File: config.mk
export PLATFORM = sky130hd
export DESIGN_NAME = afsk1200_demodulator
export DESIGN_NICKNAME = d
export VERILOG_FILES = /design/src/sv/afsk_pkg.sv /design/src/sv/afsk_ctrl.sv /design/src/sv/afsk_dp.sv /design/src/sv/afsk1200_demodulator.sv
export SDC_FILE = /design/constraint.sdc
export NUM_CORES = 2
export LEC_CHECK = 0
export ABC_CLOCK_PERIOD_IN_PS = 8400
export BUFFER_PORTS_ARGS = -buffer_cell sky130_fd_sc_hd__buf_2
export CORE_MARGIN = 10
export CORE_UTILIZATION = 64
export DETAILED_ROUTE_END_ITERATION = 12
export GPL_TIMING_DRIVEN = 1
export HOLD_SLACK_MARGIN = 0.06
export PLACE_DENSITY_LB_ADDON = 0.25
export SLEW_MARGIN = 20
export SYNTH_ARGS = -nofsm -noshare
export SYNTH_HDL_FRONTEND = slang
export SYNTH_SLANG_ARGS = --single-unit
File: constraint.sdc
create_clock -name clk -period 8.4 [get_ports clk]
set_input_delay 1.26 -clock clk [delete_from_list [all_inputs] [get_ports clk]]
set_output_delay 1.26 -clock clk [all_outputs]
set_load 0.03 [all_outputs]
File: src/sv/afsk_pkg.sv
// Shared types and constants for the AFSK 1200 demodulator.
// Used by the controller, the datapath and the top level; depends on nothing.
package afsk_pkg;

	localparam int TAPS      = 8;
	localparam int TAP_IDX_W = $clog2(TAPS);
	localparam int CORRS     = 4;
	localparam int CORR_W    = $clog2(CORRS);
	localparam int SEL_W     = TAP_IDX_W + CORR_W;
	localparam int CFG_IDX_W = 3;
	localparam int CFG_DATA_W = 64;

	// register indexes of the configuration port
	localparam logic [CFG_IDX_W-1:0] REG_COEF_MARK_I  = 3'd0;
	localparam logic [CFG_IDX_W-1:0] REG_COEF_MARK_Q  = 3'd1;
	localparam logic [CFG_IDX_W-1:0] REG_COEF_SPACE_I = 3'd2;
	localparam logic [CFG_IDX_W-1:0] REG_COEF_SPACE_Q = 3'd3;
	localparam logic [CFG_IDX_W-1:0] REG_DCD_INTERVAL = 3'd4;

	localparam logic [7:0]  DCD_INTERVAL_RST = 8'd120;
	localparam logic [7:0]  SAMPLE_BIAS      = 8'h80;
	localparam logic [16:0] PLL_INC          = 17'h02000;
	localparam logic [16:0] PLL_NUDGE        = 17'h01000;
	localparam logic [16:0] PLL_MID          = 17'h09000;
	localparam logic [16:0] SHIFTER_START    = 17'h10000;
	localparam logic [10:0] HIST_NEAR_MASK   = 11'h038;
	localparam logic [10:0] HIST_FAR_MASK    = 11'h7c0;
	localparam logic signed [11:0] JIT_RESTART = 12'sd2;
	localparam logic signed [11:0] JIT_MAX     = 12'sh7ff;
	localparam logic signed [11:0] JIT_MIN     = 12'sh800;

	localparam logic [SEL_W-1:0] MAC_LAST   = '1;
	localparam logic [SEL_W-1:0] DRAIN_LAST = 5'd2;

	typedef enum logic [3:0] {
		ST_IDLE  = 4'b0001,
		ST_MAC   = 4'b0010,
		ST_DRAIN = 4'b0100,
		ST_UPD   = 4'b1000
	} state_t;

	typedef struct packed {
		logic             start;
		logic             issue;
		logic [SEL_W-1:0] sel;
		logic             upd;
	} cmd_t;

	typedef struct packed {
		logic out_free;
	} stat_t;

endpackage

File: src/sv/afsk_ctrl.sv
// Sequencer for the demodulator: accepts a sample, steps the shared MAC over
// all correlator taps, drains the pipeline and fires the state update. Uses afsk_pkg.
module afsk_ctrl (
	input  logic            clk,
	input  logic            arst_n,
	input  logic            in_valid,
	output logic            in_stall,
	input  afsk_pkg::stat_t st,
	output afsk_pkg::cmd_t  cmd
);
	import afsk_pkg::*;

	state_t            state_q, state_nxt;
	logic [SEL_W-1:0]  cnt_q, cnt_nxt;

	always_comb begin
		state_nxt = state_q;
		cnt_nxt   = '0;
		cmd       = '0;
		unique case (state_q)
			ST_IDLE: begin
				cmd.start = in_valid;
				if (in_valid) begin
					state_nxt = ST_MAC;
				end
			end
			ST_MAC: begin
				cmd.issue = 1'b1;
				cmd.sel   = cnt_q;
				cnt_nxt   = cnt_q + 1'b1;
				if (cnt_q == MAC_LAST) begin
					state_nxt = ST_DRAIN;
				end
			end
			ST_DRAIN: begin
				if (cnt_q == DRAIN_LAST) begin
					state_nxt = ST_UPD;
				end else begin
					cnt_nxt = cnt_q + 1'b1;
				end
			end
			ST_UPD: begin
				// hold until the output register can take the result
				if (st.out_free) begin
					cmd.upd   = 1'b1;
					state_nxt = ST_IDLE;
				end
			end
			default: begin
				state_nxt = ST_IDLE;
			end
		endcase
	end

	always_ff @(posedge clk or negedge arst_n) begin
		if (!arst_n) begin
			state_q <= ST_IDLE;
			cnt_q   <= '0;
		end else begin
			state_q <= state_nxt;
			cnt_q   <= cnt_nxt;
		end
	end

	assign in_stall = (state_q != ST_IDLE);

`ifndef SYNTH
	a_start_issues_first_tap: assert property (@(posedge clk) disable iff (!arst_n)
		cmd.start |=> cmd.issue && (cmd.sel == '0))
		else $error("MAC did not start at the first tap after a transaction");
	a_mac_to_drain: assert property (@(posedge clk) disable iff (!arst_n)
		(state_q == ST_MAC) && (cnt_q == MAC_LAST) |=> (state_q == ST_DRAIN))
		else $error("sequencer did not drain after the last tap");
	a_upd_frees_input: assert property (@(posedge clk) disable iff (!arst_n)
		cmd.upd |=> !in_stall)
		else $error("input still stalled after the update");
`endif

endmodule

File: src/sv/afsk_dp.sv
// Datapath of the demodulator: configuration registers, tap line, shared MAC
// and squarer pipeline, PLL, NRZI word packer and carrier detect. Uses afsk_pkg.
module afsk_dp (
	input  logic                                clk,
	input  logic                                arst_n,
	input  logic                                cfg_we,
	input  logic [afsk_pkg::CFG_IDX_W-1:0]      cfg_index,
	input  logic [afsk_pkg::CFG_DATA_W-1:0]     cfg_data,
	input  logic [7:0]                          sample,
	input  afsk_pkg::cmd_t                      cmd,
	output afsk_pkg::stat_t                     st,
	output logic                                out_valid,
	input  logic                                out_stall,
	output logic                                channel_bit,
	output logic                                dcd_update,
	output logic                                carrier,
	output logic                                word_valid,
	output logic [15:0]                         rx_word
);
	import afsk_pkg::*;

	// configuration
	logic [CFG_DATA_W-1:0] coef_q [CORRS];
	logic [7:0]            dcd_interval_q;

	always_ff @(posedge clk or negedge arst_n) begin
		if (!arst_n) begin
			for (int i = 0; i < CORRS; i++) begin
				coef_q[i] <= '0;
			end
			dcd_interval_q <= DCD_INTERVAL_RST;
		end else if (cfg_we) begin
			unique case (cfg_index)
				REG_COEF_MARK_I:  coef_q[0] <= cfg_data;
				REG_COEF_MARK_Q:  coef_q[1] <= cfg_data;
				REG_COEF_SPACE_I: coef_q[2] <= cfg_data;
				REG_COEF_SPACE_Q: coef_q[3] <= cfg_data;
				REG_DCD_INTERVAL: dcd_interval_q <= cfg_data[7:0];
				default: ;
			endcase
		end
	end

	// tap line, tap 0 newest, stored as signed offset from mid level
	logic signed [7:0] tap_q [TAPS];

	always_ff @(posedge clk or negedge arst_n) begin
		if (!arst_n) begin
			for (int i = 0; i < TAPS; i++) begin
				tap_q[i] <= '0;
			end
		end else if (cmd.start) begin
			tap_q[0] <= sample ^ SAMPLE_BIAS;
			for (int i = 1; i < TAPS; i++) begin
				tap_q[i] <= tap_q[i-1];
			end
		end
	end

	// stage 1: one product per cycle
	logic [TAP_IDX_W-1:0] tap_sel;
	logic [CORR_W-1:0]    corr_sel;
	logic signed [7:0]    coef_b;
	logic signed [15:0]   prod_s1;
	logic                 vld_s1, first_s1, last_s1;
	logic [CORR_W-1:0]    corr_s1;

	assign tap_sel  = cmd.sel[TAP_IDX_W-1:0];
	assign corr_sel = cmd.sel[SEL_W-1:TAP_IDX_W];
	assign coef_b   = coef_q[corr_sel][{tap_sel, 3'b000} +: 8];

	always_ff @(posedge clk or negedge arst_n) begin
		if (!arst_n) begin
			vld_s1 <= 1'b0;
		end else begin
			vld_s1 <= cmd.issue;
		end
	end

	always_ff @(posedge clk) begin
		prod_s1  <= tap_q[tap_sel] * coef_b;
		first_s1 <= (tap_sel == '0);
		last_s1  <= (tap_sel == TAP_IDX_W'(TAPS - 1));
		corr_s1  <= corr_sel;
	end

	// stage 2: correlator accumulation
	logic signed [18:0] acc_q;
	logic               done_s2;
	logic [CORR_W-1:0]  corr_s2;

	always_ff @(posedge clk or negedge arst_n) begin
		if (!arst_n) begin
			done_s2 <= 1'b0;
		end else begin
			done_s2 <= vld_s1 && last_s1;
		end
	end

	always_ff @(posedge clk) begin
		if (vld_s1) begin
			acc_q <= first_s1 ? 19'(prod_s1) : acc_q + 19'(prod_s1);
		end
		corr_s2 <= corr_s1;
	end

	// stage 3: floor shift by 7 and square
	logic signed [11:0] sh;
	logic signed [23:0] sq_full;
	logic [20:0]        sq_s3;
	logic               vld_s3, neg_s3;

	assign sh      = $signed(acc_q[18:7]);
	assign sq_full = sh * sh;

	always_ff @(posedge clk or negedge arst_n) begin
		if (!arst_n) begin
			vld_s3 <= 1'b0;
		end else begin
			vld_s3 <= done_s2;
		end
	end

	always_ff @(posedge clk) begin
		sq_s3  <= sq_full[20:0];
		neg_s3 <= corr_s2[CORR_W-1];
	end

	// stage 4: mark energies add, space energies subtract
	logic signed [22:0] diff_q;

	always_ff @(posedge clk) begin
		if (cmd.start) begin
			diff_q <= '0;
		end else if (vld_s3) begin
			diff_q <= neg_s3 ? diff_q - $signed({2'b00, sq_s3})
			                 : diff_q + $signed({2'b00, sq_s3});
		end
	end

	// per-sample state update
	logic [16:0]        phase_q, phase_nxt, phase_adv;
	logic               tone_q, prev_bit_q;
	logic [16:0]        shifter_q, shifter_nxt, shifter_sh;
	logic [10:0]        hist_q, hist_nxt;
	logic signed [11:0] jnow_q, jprev_q, jolder_q, jnow_nxt, jnow_tr;
	logic [7:0]         cd_q, cd_dec, cd_nxt;
	logic               tone, flip, dcd_fire, bit_tick, word_done;
	logic [2:0]         near_ones, far_ones;
	logic [10:0]        near_bits, far_bits;
	logic signed [13:0] js, csum;

	assign tone      = !diff_q[22] && (diff_q != '0);
	assign flip      = (tone != tone_q);
	assign hist_nxt  = {hist_q[9:0], flip};
	assign near_bits = hist_nxt & HIST_NEAR_MASK;
	assign far_bits  = hist_nxt & HIST_FAR_MASK;
	assign near_ones = 3'(near_bits[3]) + 3'(near_bits[4]) + 3'(near_bits[5]);
	assign far_ones  = 3'(far_bits[6]) + 3'(far_bits[7]) + 3'(far_bits[8])
	                 + 3'(far_bits[9]) + 3'(far_bits[10]);
	assign js        = 14'(jnow_q) + 14'({near_ones, 2'b00}) - 14'(far_ones);
	assign cd_dec    = cd_q - 1'b1;
	assign dcd_fire  = (cd_dec == '0);
	assign phase_adv = phase_q + PLL_INC;

	always_comb begin
		phase_nxt = phase_adv;
		jnow_tr   = jnow_q;
		if (flip) begin
			// pull the bit clock towards the transition
			if (phase_adv < PLL_MID) begin
				phase_nxt = phase_adv + PLL_NUDGE;
			end else begin
				phase_nxt = phase_adv - PLL_NUDGE;
			end
			if (js[13:11] == 3'b000 || js[13:11] == 3'b111) begin
				jnow_tr = js[11:0];
			end else begin
				jnow_tr = js[13] ? JIT_MIN : JIT_MAX;
			end
		end
	end

	assign csum     = 14'(jnow_tr) + 14'(jprev_q) + 14'(jolder_q);
	assign jnow_nxt = dcd_fire ? JIT_RESTART : jnow_tr;
	assign cd_nxt   = dcd_fire ? dcd_interval_q : cd_dec;

	assign bit_tick   = phase_nxt[16];
	assign shifter_sh = {(prev_bit_q == tone), shifter_q[16:1]};
	assign word_done  = bit_tick && shifter_sh[0];

	always_comb begin
		shifter_nxt = shifter_q;
		if (bit_tick) begin
			shifter_nxt = shifter_sh[0] ? SHIFTER_START : shifter_sh;
		end
	end

	always_ff @(posedge clk or negedge arst_n) begin
		if (!arst_n) begin
			phase_q    <= '0;
			tone_q     <= 1'b0;
			prev_bit_q <= 1'b0;
			shifter_q  <= SHIFTER_START;
			hist_q     <= '0;
			jnow_q     <= JIT_RESTART;
			jprev_q    <= '0;
			jolder_q   <= '0;
			cd_q       <= DCD_INTERVAL_RST;
		end else if (cmd.upd) begin
			phase_q   <= {1'b0, phase_nxt[15:0]};
			tone_q    <= tone;
			shifter_q <= shifter_nxt;
			hist_q    <= hist_nxt;
			jnow_q    <= jnow_nxt;
			cd_q      <= cd_nxt;
			if (bit_tick) begin
				prev_bit_q <= tone;
			end
			if (dcd_fire) begin
				jprev_q  <= jnow_tr;
				jolder_q <= jprev_q;
			end
		end
	end

	// output register
	logic        out_valid_q;
	logic        channel_bit_q, dcd_update_q, carrier_q, word_valid_q;
	logic [15:0] rx_word_q;

	always_ff @(posedge clk or negedge arst_n) begin
		if (!arst_n) begin
			out_valid_q <= 1'b0;
		end else if (cmd.upd) begin
			out_valid_q <= 1'b1;
		end else if (!out_stall) begin
			out_valid_q <= 1'b0;
		end
	end

	always_ff @(posedge clk) begin
		if (cmd.upd) begin
			channel_bit_q <= tone;
			dcd_update_q  <= dcd_fire;
			carrier_q     <= dcd_fire && csum[13];
			word_valid_q  <= word_done;
			rx_word_q     <= word_done ? shifter_sh[16:1] : 16'h0000;
		end
	end

	assign st.out_free = !out_valid_q || !out_stall;
	assign out_valid   = out_valid_q;
	assign channel_bit = channel_bit_q;
	assign dcd_update  = dcd_update_q;
	assign carrier     = carrier_q;
	assign word_valid  = word_valid_q;
	assign rx_word     = rx_word_q;

`ifndef SYNTH
	a_pipe_drained: assert property (@(posedge clk) disable iff (!arst_n)
		cmd.upd |-> !vld_s1 && !done_s2 && !vld_s3)
		else $error("state update while the MAC pipeline is still busy");
	a_word_zero: assert property (@(posedge clk) disable iff (!arst_n)
		out_valid && !word_valid |-> (rx_word == 16'h0000))
		else $error("rx_word not zero without a word");
	a_carrier_qual: assert property (@(posedge clk) disable iff (!arst_n)
		out_valid && !dcd_update |-> !carrier)
		else $error("carrier set without a carrier decision");
`endif

endmodule

File: src/sv/afsk1200_demodulator.sv
// Top level of the AFSK 1200 demodulator: joins the sequencer and the datapath.
// Depends on afsk_pkg, afsk_ctrl and afsk_dp.
//
//  channel  direction  handshake                 payload
//  input    in         in_valid / in_stall       sample
//  output   out        out_valid / out_stall     channel_bit dcd_update carrier
//                                                word_valid rx_word
//  config   in         cfg_we                    cfg_index cfg_data
//
// A sample is accepted in the idle state, steps through the single shared 8x8 multiplier
// (four correlators of eight taps), drains the accumulate/square pipeline and ends in
// an update step that loads the output register. The input stays stalled until that
// update, so a new sample is taken only after the previous result is in the output register.
// Reset clears the sequencer, configuration and demodulator state at once; there is no clearing pass.
// A stalled result holds the update step, and with it the input stall, until it is taken.
module afsk1200_demodulator (
	input  logic                            clk,
	input  logic                            arst_n,
	input  logic                            cfg_we,
	input  logic [afsk_pkg::CFG_IDX_W-1:0]  cfg_index,
	input  logic [afsk_pkg::CFG_DATA_W-1:0] cfg_data,
	input  logic                            in_valid,
	output logic                            in_stall,
	input  logic [7:0]                      sample,
	output logic                            out_valid,
	input  logic                            out_stall,
	output logic                            channel_bit,
	output logic                            dcd_update,
	output logic                            carrier,
	output logic                            word_valid,
	output logic [15:0]                     rx_word
);
	import afsk_pkg::*;

	cmd_t  cmd;
	stat_t st;

	afsk_ctrl u_ctrl (
		.clk      (clk),
		.arst_n   (arst_n),
		.in_valid (in_valid),
		.in_stall (in_stall),
		.st       (st),
		.cmd      (cmd)
	);

	afsk_dp u_dp (
		.clk         (clk),
		.arst_n      (arst_n),
		.cfg_we      (cfg_we),
		.cfg_index   (cfg_index),
		.cfg_data    (cfg_data),
		.sample      (sample),
		.cmd         (cmd),
		.st          (st),
		.out_valid   (out_valid),
		.out_stall   (out_stall),
		.channel_bit (channel_bit),
		.dcd_update  (dcd_update),
		.carrier     (carrier),
		.word_valid  (word_valid),
		.rx_word     (rx_word)
	);

endmodule

==> parameters.txt <==
Parameter                              Value

Run status
  Result of the run ... completed

Die
  I/O pin total ... 102
  Site Rows ... 82
  Height of the chip ... 246 um
  Die area ... 60700 um2
  Initial Utilization ... 0.651
  Die Width ... 246 um
  Floorplan Core Area ... 50400 um2

CTS
  TritonCTS buffer count ... 55
  Level count of the clock H-tree ... 2
  Number of gates given a new drive strength after cts ... 0
  Clk buf depth ... 3
  Worst-path clk slew ... 0.06 ns
  Number of hold-repair buffers added at the cts stage ... 0
  Clock tree from TritonCTS ... yes
  Number of post-CTS setup repair buffers ... 0
  Clk sinks ... 520
  Clock tree root buffer cell ... sky130_fd_sc_hd__clkbuf_16
  Worst-skew pair later-pin latency ... 0.63 ns

Flow run
  Number of violations of the max-capacitance limit ... 0

Setup path
  Worst-case register-to-register setup slack ... 0.97 ns
  Largest driver fanout on the critical path ... 40
  CP endpoint kind ... flop
  Arrival time at the worst endpoint ... 7.96 ns
  Type of origin of the critical path ... flop
  Critical setup path kind ... flop to flop
  Required time reported for the critical path endpoint ... 8.93 ns

Timing
  Max frequency ... 135 MHz
  Crit share post-route ... 0.885
  Final critical path time including I/O delays and setup ... 7.43 ns
  Final number of max-transition violations ... 0
  Slew of the pin with the lowest slew margin ... 1.13 ns
  Maximum clock skew at final layout ... 0.0198 ns
  Normalized max-slew margin ... 0.246
  Setup repair after global routing missed its margin ... no
  Setup violators final ... 0
  Endpoints failing hold ... 0
  Final setup TNS ... 0 ns

Synth
  Ranking of synthesized cells by area ... sky130_fd_sc_hd__dfrtp_1, sky130_fd_sc_hd__fa_1, sky130_fd_sc_hd__mux2_2, sky130_fd_sc_hd__ha_1, sky130_fd_sc_hd__nand2_1
  Fraction of post-synthesis cell area in the top cell type by area ... 0.310
  Top FF cell, synth ... sky130_fd_sc_hd__dfrtp_1
  Largest area contributor in the synthesized netlist ... sky130_fd_sc_hd__dfrtp_1
  FF+latch count, synth ... 520
  Number of instances in the synthesized netlist ... 3224
  Number of enable-type register cells in the synthesized netlist ... 39
  Post-Synthesis Mean Instance Area ... 10.2 um2
  Count of cell types in the netlist ... 92
  Area of the mapped netlist ... 32800 um2
  Sequential-to-total area share from yosys stat ... 0.393
  Share of flip-flops with an asynchronous set or reset ... 0.802
  Post-synthesis net count ... 3634
  Yosys Warn Count ... 0

Drt
  Vias ... 24.0k
  DRC violation total after the first TritonRoute iteration ... 1800
  Antenna-violating nets left ... 0
  Post-DR wirelength/cell ... 19.1 um
  Drt pass-1 iters ... 5
  Aggregate routed wire length ... 76000 um
  Number of DRC violations after detailed routing ... 0
  Vias per std cell ... 6.05

Placement
  PortBufs ... 101
  RePlAce Congestion ... 0.895
  HPWL after DPL ... 53300 um

Global route
  Total overflow reported by the global router ... 0
  Maximum number of pins on one net before global-route repair ... 193
  Number of global-route vias before repair ... 25.1k
  Wire length of the first global-routing pass ... 127000 um
  Total global-route track usage ... 0.253
  Antenna violations before repair ... 4

Cells and area
  Most frequent cells in the layout ... sky130_fd_sc_hd__nand2_1, sky130_fd_sc_hd__dfrtp_1, sky130_fd_sc_hd__mux2_2, sky130_fd_sc_hd__inv_1, sky130_fd_sc_hd__fa_1
  Fill cell instance count of the final layout ... 3631
  Most frequent standard cell in the layout excluding fill and tap cells ... sky130_fd_sc_hd__nand2_1
  Multi-input logic area ... 18400 um2
  Nets ... 3667
  Layout cells sized above 1 ... 0.183
  Area Growth Syn to Fin ... 9.04%
  Register cell area after layout ... 12900 um2

Hold path
  Classification of the worst-slack hold path ... flop to flop
-- sequential cells by signal (all words and copies together) (netlist names), 4 cells and up --
name,flops
u_dp.jnow_q,12
u_dp.acc_q,19
u_dp.sq_s3,20
u_dp.phase_q,4
u_dp.diff_q,23
u_dp.tap_q,64
u_dp.coef_q,256
u_dp.hist_q,10
u_ctrl.cnt_q,5
u_dp.jprev_q,12
u_dp.dcd_interval_q,8
u_dp.jolder_q,12
u_dp.rx_word,16
u_dp.shifter_q,16
u_dp.cd_q,8
u_dp.prod_s1,16
u_ctrl.state_q,4
-- worst max-delay path, stage by stage (launching register included) --
cell and delay (ns):
sky130_fd_sc_hd__dfrtp_1 0.46, sky130_fd_sc_hd__nor2_1 0.25, sky130_fd_sc_hd__nand3b_1 0.16, sky130_fd_sc_hd__inv_2 0.36, sky130_fd_sc_hd__nand2_2 0.38, sky130_fd_sc_hd__buf_4 0.42
sky130_fd_sc_hd__nand2_1 0.12, sky130_fd_sc_hd__a31oi_1 0.09, sky130_fd_sc_hd__o22ai_1 0.19, sky130_fd_sc_hd__nor2_1 0.12, sky130_fd_sc_hd__o21ai_1 0.68, sky130_fd_sc_hd__nor2_1 0.15
sky130_fd_sc_hd__fa_1 0.45, sky130_fd_sc_hd__inv_1 0.08, sky130_fd_sc_hd__fa_1 0.44, sky130_fd_sc_hd__fa_1 0.51, sky130_fd_sc_hd__fa_1 0.50, sky130_fd_sc_hd__inv_1 0.04
sky130_fd_sc_hd__ha_1 0.32, sky130_fd_sc_hd__nor2b_1 0.14, sky130_fd_sc_hd__o21ai_0 0.26, sky130_fd_sc_hd__a21boi_0 0.17, sky130_fd_sc_hd__o21ai_0 0.24, sky130_fd_sc_hd__a21boi_0 0.16
sky130_fd_sc_hd__o21ai_0 0.26, sky130_fd_sc_hd__nand2_1 0.14, sky130_fd_sc_hd__o211ai_1 0.21
-- synth_stat cells, types with 9 or more instances --
cell type,instances
sky130_fd_sc_hd__a221oi_1,10
sky130_fd_sc_hd__a211oi_1,66
sky130_fd_sc_hd__mux2i_1,24
sky130_fd_sc_hd__fa_1,183
sky130_fd_sc_hd__a21o_1,20
sky130_fd_sc_hd__and3_1,9
sky130_fd_sc_hd__a21oi_1,92
sky130_fd_sc_hd__a31oi_1,74
sky130_fd_sc_hd__nor4_1,9
sky130_fd_sc_hd__o22ai_1,31
sky130_fd_sc_hd__nand2_1,481
sky130_fd_sc_hd__or3_1,11
sky130_fd_sc_hd__o21bai_1,9
sky130_fd_sc_hd__xor2_1,32
sky130_fd_sc_hd__a31o_2,17
sky130_fd_sc_hd__o21a_1,17
sky130_fd_sc_hd__o31ai_1,15
sky130_fd_sc_hd__nor3_1,42
sky130_fd_sc_hd__dfrtp_1,406
sky130_fd_sc_hd__nand4_1,10
sky130_fd_sc_hd__nor2b_1,41
sky130_fd_sc_hd__inv_1,249
sky130_fd_sc_hd__edfxtp_1,39
sky130_fd_sc_hd__o21ai_0,73
sky130_fd_sc_hd__or2_2,24
sky130_fd_sc_hd__clkbuf_1,130
sky130_fd_sc_hd__buf_2,17
sky130_fd_sc_hd__and2_1,115
sky130_fd_sc_hd__dfstp_2,11
sky130_fd_sc_hd__nor2_1,177
sky130_fd_sc_hd__mux2_2,282
sky130_fd_sc_hd__nand3_1,40
sky130_fd_sc_hd__nand2b_1,23
sky130_fd_sc_hd__dfxtp_1,64
sky130_fd_sc_hd__ha_1,147
sky130_fd_sc_hd__xnor2_1,78
-- metrics by stage --
stage	setup WS [ns]	hold WS, ns	cell area [um2]	utilization	instances
after floorplan	2.29	0.310	32800	-	3224
after global placement	1.48	0.318	33900	0.672	3872
after detailed placement	1.18	0.326	33900	0.672	3872
after CTS	1.11	0.337	35800	0.710	3973
after global routing	0.454	0.335	35800	0.710	3975
final	0.967	0.326	35800	0.710	3976
-- cell families (layout without fill, tap and decap cells) --
logic type	Yosys count	after routing	share of synthesized area
buf+inv	409	486	0.0478
fa+ha+maj	330	330	0.168
mux	312	312	0.108
other cells	0	3	0
simple gates	1025	1025	0.145
compound gates	517	517	0.108
xor+xnor	111	111	0.0299
flops	520	520	0.393
-- final timing paths --
kind                                   start                to  cells after the start
max                        u_ctrl.state_q[2]  u_dp.prod_s1[14]                     26
min                          u_dp.corr_s2[1]       u_dp.neg_s3                      0
max reg2reg                u_ctrl.state_q[2]  u_dp.prod_s1[14]                     26
min reg2reg                  u_dp.corr_s2[1]       u_dp.neg_s3                      0
max in group asynchronous             arst_n  u_dp.coef_q[123]                      2
min in group asynchronous             arst_n  u_dp.jolder_q[9]                      1
-- metal layers --
| metal | vias up | GRT usage | routed length [um] |
|---|---|---|---|
| li1 | 11066 | - | - |
| met1 | 12069 | 0.320 | 31800 |
| met2 | 752 | 0.437 | 37200 |
| met3 | 160 | 0.0415 | 4600 |
| met4 | 2 | 0.0868 | 2370 |
| met5 | - | 0 | 13 |
-- cell type report --
class / instances / area share
antenna: 3 / 0.000210
clock buffer: 76 / 0.0441
clock inverter: 25 / 0.00871
inverter: 253 / 0.0266
multi-input combinational: 2295 / 0.514
sequential: 520 / 0.361
tap: 672 / 0.0235
timing repair buffer: 132 / 0.0220
Power is not shown: default switching activity piles up to over one toggle a cycle in this logic, so the estimate is an artifact.
